**config.mk**
```make
export PLATFORM = sky130hd
export DESIGN_NAME = olf_ctrl
export DESIGN_NICKNAME = d
export VERILOG_FILES = /design/src/rtl/core/olf_pkg.sv /design/src/rtl/core/olf_ctrl.sv
export SDC_FILE = /design/constraint.sdc
export NUM_CORES = 1
export LEC_CHECK = 0
export BUFFER_PORTS_ARGS = -buffer_cell sky130_fd_sc_hd__buf_2
export CORE_MARGIN = 3
export CORE_UTILIZATION = 45
export DETAILED_ROUTE_END_ITERATION = 16
export PLACE_DENSITY = 0.67
export SLEW_MARGIN = 20
export SYNTH_ARGS = -nofsm -noshare
export SYNTH_HDL_FRONTEND = slang
export SYNTH_SLANG_ARGS = --single-unit
```
**constraint.sdc**
```tcl
create_clock -name clk -period 2.6 [get_ports clk]
set_input_delay 0.26 -clock clk [delete_from_list [all_inputs] [get_ports clk]]
set_output_delay 0.26 -clock clk [all_outputs]
set_load 0.05 [all_outputs]
```
**src/rtl/core/olf_pkg.sv**
```systemverilog
package olf_pkg;

  localparam int MAX_POINTS_DEF  = 65536;
  localparam int COORD_BITS_DEF  = 16;
  localparam int COORD_W         = 16;
  localparam int SUM_W           = 33;
  localparam int SQ_W            = 48;
  localparam int WIDE_W          = 64;
  localparam int DBL_W           = 128;
  localparam int SLOPE_W         = 32;
  localparam int ICPT_W          = 48;
  localparam int STAT_W          = 2;
  localparam int FRAC_BITS       = 16;
  localparam int ITER_CNT_W      = 7;

  typedef enum logic [1:0] {
    ST_OK   = 2'd0,
    ST_FEW  = 2'd1,
    ST_VERT = 2'd2,
    ST_SAT  = 2'd3
  } fit_status_t;

  typedef enum logic [1:0] {
    IT_MUL,
    IT_DIV,
    IT_SQRT
  } iter_op_t;

  typedef enum logic [3:0] {
    CS_ACC,
    CS_CNT,
    CS_MXX,
    CS_MX2,
    CS_MYY,
    CS_MY2,
    CS_MXY,
    CS_MXY2,
    CS_QA,
    CS_QB,
    CS_SQ,
    CS_CHK,
    CS_DV1,
    CS_MT,
    CS_DV2,
    CS_FIN
  } olf_state_t;

  typedef struct packed {
    olf_state_t step;
    logic       take;
    logic       start;
    logic       fin;
  } olf_cmd_t;

  typedef struct packed {
    logic last_taken;
    logic few;
    logic den_zero;
    logic iter_done;
    logic out_free;
  } olf_stat_t;

endpackage

```
**src/rtl/core/olf_ctrl.sv**
```systemverilog
module olf_ctrl
  import olf_pkg::*;
(
  input  logic      clk,
  input  logic      rst_n,
  input  olf_stat_t stat,
  output olf_cmd_t  cmd
);

  olf_state_t state_r, state_nxt;
  logic       go_r, go_nxt;

  always_ff @(posedge clk) begin
    if (!rst_n) begin
      state_r <= CS_ACC;
      go_r    <= 1'b0;
    end else begin
      state_r <= state_nxt;
      go_r    <= go_nxt;
    end
  end

  always_comb begin
    state_nxt = state_r;
    go_nxt    = go_r;
    cmd.step  = state_r;
    cmd.take  = 1'b0;
    cmd.start = 1'b0;
    cmd.fin   = 1'b0;
    case (state_r)
      CS_ACC: begin
        cmd.take = 1'b1;
        if (stat.last_taken) state_nxt = CS_CNT;
      end
      CS_CNT: begin
        state_nxt = stat.few ? CS_FIN : CS_MXX;
      end
      CS_CHK: begin
        state_nxt = stat.den_zero ? CS_FIN : CS_DV1;
      end
      CS_FIN: begin
        cmd.fin = stat.out_free;
        if (stat.out_free) state_nxt = CS_ACC;
      end
      default: begin
        if (!go_r) begin
          cmd.start = 1'b1;
          go_nxt    = 1'b1;
        end else if (stat.iter_done) begin
          go_nxt = 1'b0;
          case (state_r)
            CS_MXX:  state_nxt = CS_MX2;
            CS_MX2:  state_nxt = CS_MYY;
            CS_MYY:  state_nxt = CS_MY2;
            CS_MY2:  state_nxt = CS_MXY;
            CS_MXY:  state_nxt = CS_MXY2;
            CS_MXY2: state_nxt = CS_QA;
            CS_QA:   state_nxt = CS_QB;
            CS_QB:   state_nxt = CS_SQ;
            CS_SQ:   state_nxt = CS_CHK;
            CS_DV1:  state_nxt = CS_MT;
            CS_MT:   state_nxt = CS_DV2;
            CS_DV2:  state_nxt = CS_FIN;
            default: state_nxt = CS_ACC;
          endcase
        end
      end
    endcase
  end

endmodule

```
Word-level counts from Yosys, hierarchy flattened

Memory sizes are Yosys's and may differ from the RTL's. A register that Yosys moved wholly into a read port is not among the register bits.
Index checks and enable logic that the tools add are counted.

Flip-flop bits (word level): 5
ROM bits: 64
Memories: 1
Bits of input ports: 7

Memory list:

| memory           | words | width | read ports | clocked after Yosys merged registers in | wr ports | line           | RTL |
|---|---|---|---|---|---|---|---|
| (name not given) | 16    | 4     | 1          | 1                                       | 0        | olf_ctrl.sv:51 | `case (state_r)` |

Reduce and logical (&&, ||, !) cells: 5
Mux-type cells: 15
Equal/unequal tests: 5

Operator list:

| kind               | number |
|---|---|
| $mux 4             | 7 |
| $pmux 4 s4         | 1 |
| $reduce_bool 5->1  | 2 |
| $eq 4x4->1 const B | 2 |
| $mux 1             | 6 |
| $eq 4x1->1 const B | 1 |
| $logic_not 4->1    | 1 |
| $ne 2x2->1 const B | 2 |
| $reduce_and 4->1   | 1 |
| $reduce_or 4->1    | 1 |
| $mux 2             | 1 |

Longest topological paths before layout

Gate-level depths: netlist of run 1.

Depth after elaboration: 5
Gate-level depth with buffers: 10
Mapped depth without buffers: 9

Worst setup path after synthesis of run 1

OpenSTA, ideal clock, no wires.

Path type: register to register
Start point: register state_r[3]
End point: register (tool-made name)
Library setup time: 0.121 ns
Data required time: 2.479 ns
Stages on the path, launching flop included: 9
Arrival time: 2.392 ns
Clock period less this slack: 2.513 ns
Slack: 0.087 ns
Path through: dfxtp_1 buf_4 or3_4 and3_4 nor2_2 nor2_1 a211oi_1 ha_1 mux2_2

RTL lines:

| item                     | line           | RTL |
|---|---|---|
| start: declaration       | olf_ctrl.sv:10 | `olf_state_t state_r, state_nxt;` |
| start signal: assignment | olf_ctrl.sv:18 | `state_r <= state_nxt;` |

==> results of run 1 <==
## power by group
part / internal, mW / switching (mW) / leakage (nW)
Clock: 0.0590 / 0.0459 / 0.0150
Combinational: 0.267 / 0.409 / 0.233
Sequential: 0.188 / 0.0517 / 0.0745
Total: 0.514 / 0.507 / 0.323
## per-stage QoR
step	instance area [µm²]	hold slack, ns
final	719.4	0.3240
after global routing	719.4	0.3392
after CTS	719.4	0.3196
after detailed placement	693.2	0.5000
after global placement	693.2	0.4989
after floorplan	610.6	0.3962
## critical path, stage by stage, from the launching register on
cell and delay [ns]:
dfxtp_1 0.38, or3_4 0.46, and3_4 0.20, nor2_2 0.21, nor2_1 0.09, a211oi_1 0.40
ha_1 0.31, mux2_2 0.25
## per-layer routing
metal / GRT usage / wire length, µm / vias up
met5: 0 / 0 / -
met4: 0.07453 / 38 / 0
met3: 0.04661 / 86 / 7
met2: 0.2754 / 609 / 19
met1: 0.2071 / 614 / 246
li1: - / - / 279
## layout by cell type, fill, tap and decap left out, types with 2 or more instances in the layout
cell and count:
inv_1 3, a211oi_1 2, mux2_2 2, ha_1 3
nand3_1 2, dfxtp_1 9, buf_2 13, clkbuf_4 3
a21oi_1 2, mux2i_1 2, nand2_1 4, o21bai_1 3
nor2_1 11
## worst max-delay path by stage
stage               startpoint         to  slack, ns  depth (start not counted)
detailed placement  state_r[1]  flip-flop       0.20                          7
floorplan           state_r[3]  flip-flop       0.09                          8
CTS                 state_r[1]  flip-flop       0.18                          7
global route        state_r[1]  flip-flop      0.001                          7
finish              state_r[1]  flip-flop       0.19                          7
global placement    state_r[1]  flip-flop       0.24                          6
## kinds of logic after synthesis
logic type	after synthesis
buf+inv	4
fa+ha+maj	3
flops	9
mux	4
simple gates	30
compound gates	17
## cell type report
| class | instances | share of cell area |
|---|---|---|
| Multi-Input combinational cell | 54 | 0.5722 |
| Sequential cell | 9 | 0.2504 |
| Timing Repair Buffer | 14 | 0.1009 |
| Clock buffer | 4 | 0.03652 |
| Tap cell | 14 | 0.02435 |
| Inverter | 3 | 0.01565 |
==> results.sh, run 1 <==
export IMPL_r2r_cells=7
export IMPL_antenna_found_initial=0
export IMPL_wl_per_cell_um=13.77
export IMPL_die_x_um=42.84
export IMPL_start_kind="flip-flop"
export IMPL_power_leakage_nw=0.3225
export IMPL_cts_buffers_inserted=3
export IMPL_crit_required_ns=2.75
export IMPL_timing_fmax_mhz=414.6
export IMPL_gp_congestion=0.8893
export IMPL_setup_violations=0
export IMPL_synth_edf_count=0
export IMPL_relSlewSlack=0.7153
export IMPL_grt_overflow=0
export IMPL_port_buffers=13
export IMPL_synth_simple_area_share=0.2746
export IMPL_grt_usage=0.1703
export IMPL_hold_buffers=0
export IMPL_grt_pass1_wl_um=2373
export IMPL_area_growth_pct=17.83
export IMPL_post_route_min_period_ns=2.412
export IMPL_fin_cells=98
export IMPL_fin_tns_setup_ns=0
export IMPL_max_cap_violations=0
export IMPL_yosysSeqAreaShare=0.2951
export IMPL_htree_levels=1
export IMPL_syn_nets=77
export IMPL_place_inst=94
export IMPL_grt_pass1_vias=524
export IMPL_period_share=0.9278
export IMPL_cts_root_buffer="clkbuf_4"
export IMPL_drt_initial_drc_count=6
export IMPL_die_area_mm2=0.001835
export IMPL_synthMuxAreaShare=0.06967
export IMPL_final_nets=95
export IMPL_outcome="finished, final reports clean"
export IMPL_die_y_um=42.84
export IMPL_syn_area_um2=610.6
export IMPL_min_path_type="in -> reg"
export IMPL_start_util=0.5148
export IMPL_final_util=0.6065
export IMPL_multi_input_area_um2=411.6
export IMPL_cp_max_fo=9
export IMPL_synth_compound_area_frac=0.2684
export IMPL_min_from="rst_n"
export IMPL_ys_ff_latch=9
export IMPL_p_per_area_mw_per_mm2=1419
export IMPL_dpl_hpwl_um=1046
export IMPL_synth_top_family_by_area="simple AND/OR/NAND/NOR gates"
export IMPL_drive_above_1_share=0.3690
export IMPL_crit_type="reg -> reg"
export IMPL_synth_fa_ha_area_frac=0.06148
export IMPL_max_vdd_ir_drop_mv=0.5786
export IMPL_hold_depth=3
export IMPL_yosysUniqueCellTypes=35
export IMPL_drv_slew=0
export IMPL_cts_resized=0
export IMPL_diodes=0
export IMPL_ff2ff_setup_slack_ns=0.19
export IMPL_pin_count=14
export IMPL_clockBufferDepth=2
export IMPL_fin_skew_ns=0.001484
export IMPL_rsz0062_at_grt="no"
export IMPL_grt_max_degree=10
export IMPL_synth_largest_area_cell="dfxtp_1"
export IMPL_yosysMostFrequentCell="nor2_1"
export IMPL_synth_ff_type="dfxtp_1"
export IMPL_clock_sinks=9
export IMPL_synthCells=67
export IMPL_ant_nets=0
export IMPL_place_worst_setup_slack_ns=0.1973
export IMPL_syn_area_per_cell_um2=9.113
export IMPL_nFillCells=113
export IMPL_core_mm2=0.001186
export IMPL_end_kind="flip-flop"
export IMPL_synthXorXnorAreaFrac=0
export IMPL_worst_pin_slew_ns=0.4245
export IMPL_async_reset_ff_frac=0
export IMPL_vias_per_cell=5.622
export IMPL_synth_top_area_frac=0.2951
export IMPL_cts_setup_buffers=0
export IMPL_cts_tree="built"
export IMPL_hold_violations=0
export IMPL_yosys_warnings=0
export IMPL_setup_slack_ns=0.1878
export IMPL_p_total_mw=1.021
export IMPL_routed_via_count=551
export IMPL_cp_arrival_ns=2.56
export IMPL_synthTopCellsByArea="dfxtp_1, nor2_1, ha_1"
export IMPL_drc=0
export IMPL_drt_pass1_iterations=4
export IMPL_r2r_start="state_r[1]"
export IMPL_clkTransAtPathRegs_ns=0.06
export IMPL_layout_area_seq_um2=180.2
export IMPL_netlist_top_cells_count="nor2_1, dfxtp_1, nand2_1"
export IMPL_drt_wl_total_um=1349
export IMPL_clkLatencyLatePin_ns=0.25
export IMPL_placementRows=12
Note: power is estimated with default switching activity, not from simulation.
==> run 2: changes to the inputs <==
Settings changed: CELL_PAD_IN_SITES_DETAIL_PLACEMENT from default to 0, CELL_PAD_IN_SITES_GLOBAL_PLACEMENT from default to 1, CORE_UTILIZATION 45 to 40, CTS_BUF_LIST from default to sky130_fd_sc_hd__clkbuf_4 sky130_fd_sc_hd__clkbuf_8, PLACE_DENSITY 0.67 to 0.78.
==> run 2 against run 1 <==
Utilization fell by 6.2 points. Critical path type unchanged. Global-route usage decreased by 2.4 points. Wire length fell by 5.9%. Sequential power fell by 5%. Sequential share of layout area down 0.84 points. Clock skew is 0.0012 ns lower. Via count is 0.54% higher. Worst hold slack got worse by 0.028 ns. Non-clock buffer count up 2. Flip-flop and latch count is the same. Critical path depth is the same.
==> results.sh, run 2 (synthesized netlist as in run 1, its figures left out) <==
export IMPL_grt_pass1_vias=471
export IMPL_antenna_found_initial=0
export IMPL_cts_resized=0
export IMPL_layout_commonest_cell="buf_2"
export IMPL_cp_arrival_ns=2.56
export IMPL_min_path_type="in -> reg"
export IMPL_placementRows=13
export IMPL_slowest_delay_ns=0.46
export IMPL_crit_required_ns=2.76
export IMPL_pin_count=14
export IMPL_drv_slew=0
export IMPL_clockBufferDepth=2
export IMPL_switchingPower_mw=0.5064
export IMPL_final_nets=97
export IMPL_drt_pass1_iterations=4
export IMPL_start_util=0.4469
export IMPL_crit_buf_inv=0
export IMPL_vias_per_cell=5.485
export IMPL_wl_per_cell_um=12.56
export IMPL_hold_end="go_r"
export IMPL_cp_max_fo=9
export IMPL_core_mm2=0.001366
export IMPL_fin_skew_ns=0.0002817
export IMPL_dpl_hpwl_um=1019
export IMPL_htree_levels=1
export IMPL_internal_power_mw=0.5394
export IMPL_end_kind="flip-flop"
export IMPL_drc=0
export IMPL_holdWs_ns=0.2963
export IMPL_grt_max_degree=10
export IMPL_critical_path_top_delay_family="simple AND/OR/NAND/NOR gates"
export IMPL_grt_pass1_wl_um=2111
export IMPL_min_from="stat[1]"
export IMPL_die_x_um=45.07
export IMPL_die_y_um=45.07
export IMPL_die_area_mm2=0.002031
export IMPL_place_worst_setup_slack_ns=0.1874
export IMPL_hold_depth=4
export IMPL_cts_tree="built"
export IMPL_final_area_um2=744.5
export IMPL_p_sw_frac=0.4842
export IMPL_comb_power_share=0.667
export IMPL_crit_type="reg -> reg"
export IMPL_outcome="finished, final reports clean"
export IMPL_clkTransAtPathRegs_ns=0.06
export IMPL_ant_nets=0
export IMPL_p_per_area_mw_per_mm2=1405
export IMPL_grt_overflow=0
export IMPL_crit_slowest_cell="or3_4"
export IMPL_cts_root_buffer="clkbuf_4"
export IMPL_setup_violations=0
export IMPL_drt_wl_total_um=1269
export IMPL_drive_above_1_share=0.4070
export IMPL_diodes=0
export IMPL_hold_buffers=0
export IMPL_routed_via_count=554
export IMPL_nFillCells=143
export IMPL_p_total_mw=1.046
export IMPL_grt_usage=0.1462
export IMPL_max_cap_violations=0
export IMPL_setup_slack_ns=0.1987
export IMPL_final_util=0.5449
export IMPL_multi_input_area_um2=416.7
export IMPL_area_growth_pct=21.93
export IMPL_relSlewSlack=0.7590
export IMPL_place_inst=97
export IMPL_gp_congestion=0.7213
export IMPL_fin_cells=101
export IMPL_layout_common_cells="buf_2, nor2_1, dfxtp_1, nand2_1, clkbuf_4"
export IMPL_period_share=0.9236
export IMPL_clock_sinks=9
export IMPL_cts_setup_buffers=0
export IMPL_drt_initial_drc_count=5
export IMPL_start_kind="flip-flop"
export IMPL_cts_buffers_inserted=3
export IMPL_critPathLaunch="state_r[1]"
export IMPL_layout_area_seq_um2=180.2
export IMPL_post_route_min_period_ns=2.401
export IMPL_place_area_um2=709.4
export IMPL_ff2ff_setup_slack_ns=0.20
export IMPL_rsz0062_at_grt="no"
export IMPL_hold_violations=0
export IMPL_r2r_cells=7
export IMPL_pwr_share_seq=0.218
export IMPL_clkPwrFrac=0.115
export IMPL_cp_cell_sequence="or3_4 > o32ai_4 > nor2_2 > mux2i_1 > nor2_1 > ha_1 > mux2_2"
export IMPL_timing_fmax_mhz=416.4
export IMPL_power_leakage_nw=0.3373
export IMPL_clkLatencyLatePin_ns=0.27
export IMPL_port_buffers=13
export IMPL_max_vdd_ir_drop_mv=0.7334
export IMPL_fin_tns_setup_ns=0
export IMPL_worst_pin_slew_ns=0.3523
export IMPL_r2r_start="state_r[1]"
## run 2: cell count changes in the layout (fill, tap and decap cells not counted), sizes merged
cell / previous run / this run
buf: 14 / 16
## run 2: metal layers
| layer | vias up | global-route usage | wire (µm) |
|---|---|---|---|
| li1 | 284 | - | - |
| met1 | 259 | 0.1864 | 589 |
| met2 | 8 | 0.2119 | 593 |
| met3 | 3 | 0.04781 | 57 |
| met4 | 0 | 0.08772 | 29 |
| met5 | - | 0 | 0 |
## run 2: power by group through the flow
stage / Clock [mW] / Combinational [mW] / Sequential (mW)
6_report: 0.121 / 0.697 / 0.228
5_1_grt: 0.131 / 0.766 / 0.234
4_1_cts: 0.126 / 0.695 / 0.229
3_5_place_dp: 0 / 0.691 / 0.232
3_3_place_gp: 0 / 0.693 / 0.230
2_1_floorplan: 0 / 0.488 / 0.296
## run 2: cell type report
cell class                 instances  area share
multi-input combinational         54      0.5597
sequential                         9      0.2420
timing repair buffer              16      0.1176
clock buffer                       4     0.04034
tap                               15     0.02521
inverter                           3     0.01513
## run 2: worst max path at each step
stage,endpoint,slack (ns),depth (start not counted)
after floorplan,flip-flop,0.09,8
after global placement,flip-flop,0.25,7
after detailed placement,flip-flop,0.19,6
after CTS,flip-flop,0.17,6
after global routing,flip-flop,0.05,7
final,flip-flop,0.20,7
## run 2: worst reg2reg max path: cells and delay by family (launching register included)
family	cells	cell delay, ns
AND/OR/NAND/NOR	3	0.72
multiplexers	2	0.53
flip-flops	1	0.38
AO/OA/AOI/OAI	1	0.37
adder cells (fa/ha/maj)	1	0.29
==> run 3: changes to the inputs <==
Settings changed: ABC_AREA from default to 1, CORE_UTILIZATION 40 to 37.
==> run 3 against run 2 <==
Sequential share of layout area rose by 0.93 points. Utilization fell by 3.8 points. Worst setup slack improved by 0.39 ns. Non-clock buffer count fell by 3. Die area rose by 5.9%. Synthesized cell count rose by 34%. Clock-buffer cell count did not move. Sequential power rose by 5%. Largest cell class unchanged. Largest power group unchanged.
==> results.sh, run 3 <==
export IMPL_crit_required_ns=2.75
export IMPL_yosysMostFrequentCell="nand2_1"
export IMPL_crit_slowest_cell="dfxtp_1"
export IMPL_cts_buffers_inserted=3
export IMPL_cts_setup_buffers=0
export IMPL_fin_skew_ns=0.008139
export IMPL_yosysUniqueCellTypes=20
export IMPL_placementRows=13
export IMPL_layout_common_cells="nand2_1, buf_2, inv_1, dfxtp_1, nor2_1"
export IMPL_grt_usage=0.1587
export IMPL_syn_area_um2=603.1
export IMPL_place_worst_setup_slack_ns=0.6030
export IMPL_yosys_warnings=0
export IMPL_cp_cell_sequence="nor2_1 > nand3b_1 > nand2_1 > a21oi_4 > nor2_1 > a211oi_1 > ha_1 > nand2_1 > nand2_1"
export IMPL_period_share=0.7750
export IMPL_end_kind="flip-flop"
export IMPL_syn_area_per_cell_um2=6.701
export IMPL_slowest_delay_ns=0.46
export IMPL_routed_via_count=587
export IMPL_synth_edf_count=0
export IMPL_fin_tns_setup_ns=0
export IMPL_setup_violations=0
export IMPL_layout_commonest_cell="nand2_1"
export IMPL_port_buffers=13
export IMPL_gp_congestion=0.7626
export IMPL_hold_buffers=0
export IMPL_antenna_found_initial=0
export IMPL_drt_initial_drc_count=7
export IMPL_syn_nets=100
export IMPL_holdWs_ns=0.3085
export IMPL_pin_count=14
export IMPL_synthTopCellsByArea="dfxtp_1, nand2_1, inv_1"
export IMPL_place_area_um2=686.9
export IMPL_dpl_hpwl_um=1101
export IMPL_hold_violations=0
export IMPL_die_x_um=46.37
export IMPL_grt_max_degree=8
export IMPL_grt_pass1_vias=589
export IMPL_drt_wl_total_um=1280
export IMPL_p_per_area_mw_per_mm2=1502
export IMPL_async_reset_ff_frac=0
export IMPL_drc=0
export IMPL_critPathMostFrequentCell="nand2_1"
export IMPL_synth_top_area_frac=0.2988
export IMPL_synth_ff_type="dfxtp_1"
export IMPL_post_route_min_period_ns=2.015
export IMPL_core_mm2=0.001415
export IMPL_diodes=0
export IMPL_die_area_mm2=0.002150
export IMPL_power_leakage_nw=0.3996
export IMPL_cts_root_buffer="clkbuf_4"
export IMPL_clkLatencyLatePin_ns=0.26
export IMPL_cts_tree="built"
export IMPL_ys_ff_latch=9
export IMPL_max_cap_violations=0
export IMPL_setup_slack_ns=0.5850
export IMPL_die_y_um=46.37
export IMPL_start_kind="flip-flop"
export IMPL_yosysSeqAreaShare=0.2988
export IMPL_grt_overflow=0
export IMPL_htree_levels=1
export IMPL_grt_pass1_wl_um=2415
export IMPL_cp_arrival_ns=2.16
export IMPL_cts_resized=0
export IMPL_nFillCells=160
export IMPL_clkTransAtPathRegs_ns=0.06
export IMPL_area_growth_pct=18.88
export IMPL_critical_path_top_delay_family="compound AO/OA/AOI/OAI gates"
export IMPL_drive_above_1_share=0.2991
export IMPL_drv_slew=0
export IMPL_wl_per_cell_um=10.49
export IMPL_worst_pin_slew_ns=0.4714
export IMPL_final_area_um2=716.9
export IMPL_final_nets=118
export IMPL_netlist_top_cells_count="nand2_1, inv_1, dfxtp_1, nor2_1"
export IMPL_max_vdd_ir_drop_mv=0.5535
export IMPL_vias_per_cell=4.811
export IMPL_ant_nets=0
export IMPL_crit_type="reg -> reg"
export IMPL_cp_max_fo=7
export IMPL_synthCells=90
export IMPL_crit_buf_inv=0
export IMPL_synth_largest_area_cell="dfxtp_1"
export IMPL_start_util=0.4262
export IMPL_timing_fmax_mhz=496.3
export IMPL_p_total_mw=1.077
export IMPL_relSlewSlack=0.6839
export IMPL_outcome="finished, final reports clean"
export IMPL_min_path_type="in -> reg"
export IMPL_clockBufferDepth=2
export IMPL_rsz0062_at_grt="no"
export IMPL_drt_pass1_iterations=4
export IMPL_clock_sinks=9
run 3: cell types whose count changed in the layout (fill, tap and decap cells not counted), sizes merged, moves of 2 or more:
cell	previous run	this run
nand3	2	7
a2111oi	2	0
mux2	2	0
inv	3	15
and2	2	0
nand4	1	3
a21oi	3	5
nand2	4	34
nor2	12	7
mux2i	2	0
buf	16	13
o21bai	3	0
run 3: metal layers:
metal | track usage | vias to the layer above | wire length, µm
li1 | - | 319 | -
met1 | 0.1935 | 252 | 574
met2 | 0.2555 | 14 | 603
met4 | 0.1023 | 0 | 24
met5 | 0 | - | 0
met3 | 0.02344 | 2 | 77
run 3: power breakdown:
group	leakage (nW)	internal [mW]	switching, mW	total (mW)
clock network	0.0184	0.0694	0.0461	0.116
registers	0.0747	0.195	0.0443	0.240
logic	0.306	0.210	0.512	0.722
run 3: kinds of logic (layout without fill, tap and decap cells):
family | count (synthesis) | count (layout) | share of synthesized area
buf+inv | 15 | 32 | 0.09335
flops | 9 | 9 | 0.2988
compound gates | 8 | 8 | 0.09957
simple gates | 55 | 55 | 0.4461
fa+ha+maj | 3 | 3 | 0.06225
run 3: per-stage QoR:
stage,util,instances
after floorplan,-,90
after global placement,0.4854,118
after detailed placement,0.4854,118
after CTS,0.5066,122
after global routing,0.5066,122
final,0.5066,122
run 3: worst paths after layout:
kind         startpoint   endpoint  slack (ns)  depth (start not counted)
max          state_r[1]  flip-flop        0.59                          9
min               rst_n  flip-flop        0.31                          3
max reg2reg  state_r[1]  flip-flop        0.59                          9
min reg2reg        go_r       go_r        0.47                          2
run 3: worst min-delay path: stages:
cell and delay (ns):
buf_2 0.13, nand4_1 0.09, o21ai_1 0.05
run 3: cell type report:
class | instances | area [µm²] | share of cell area
multi-input cells | 66 | 366.6 | 0.5113
inverters | 15 | 56.30 | 0.07853
clock buffers | 4 | 30.03 | 0.04188
flip-flops and latches | 9 | 180.2 | 0.2513
well taps | 15 | 18.77 | 0.02618
repair buffers | 13 | 65.06 | 0.09075
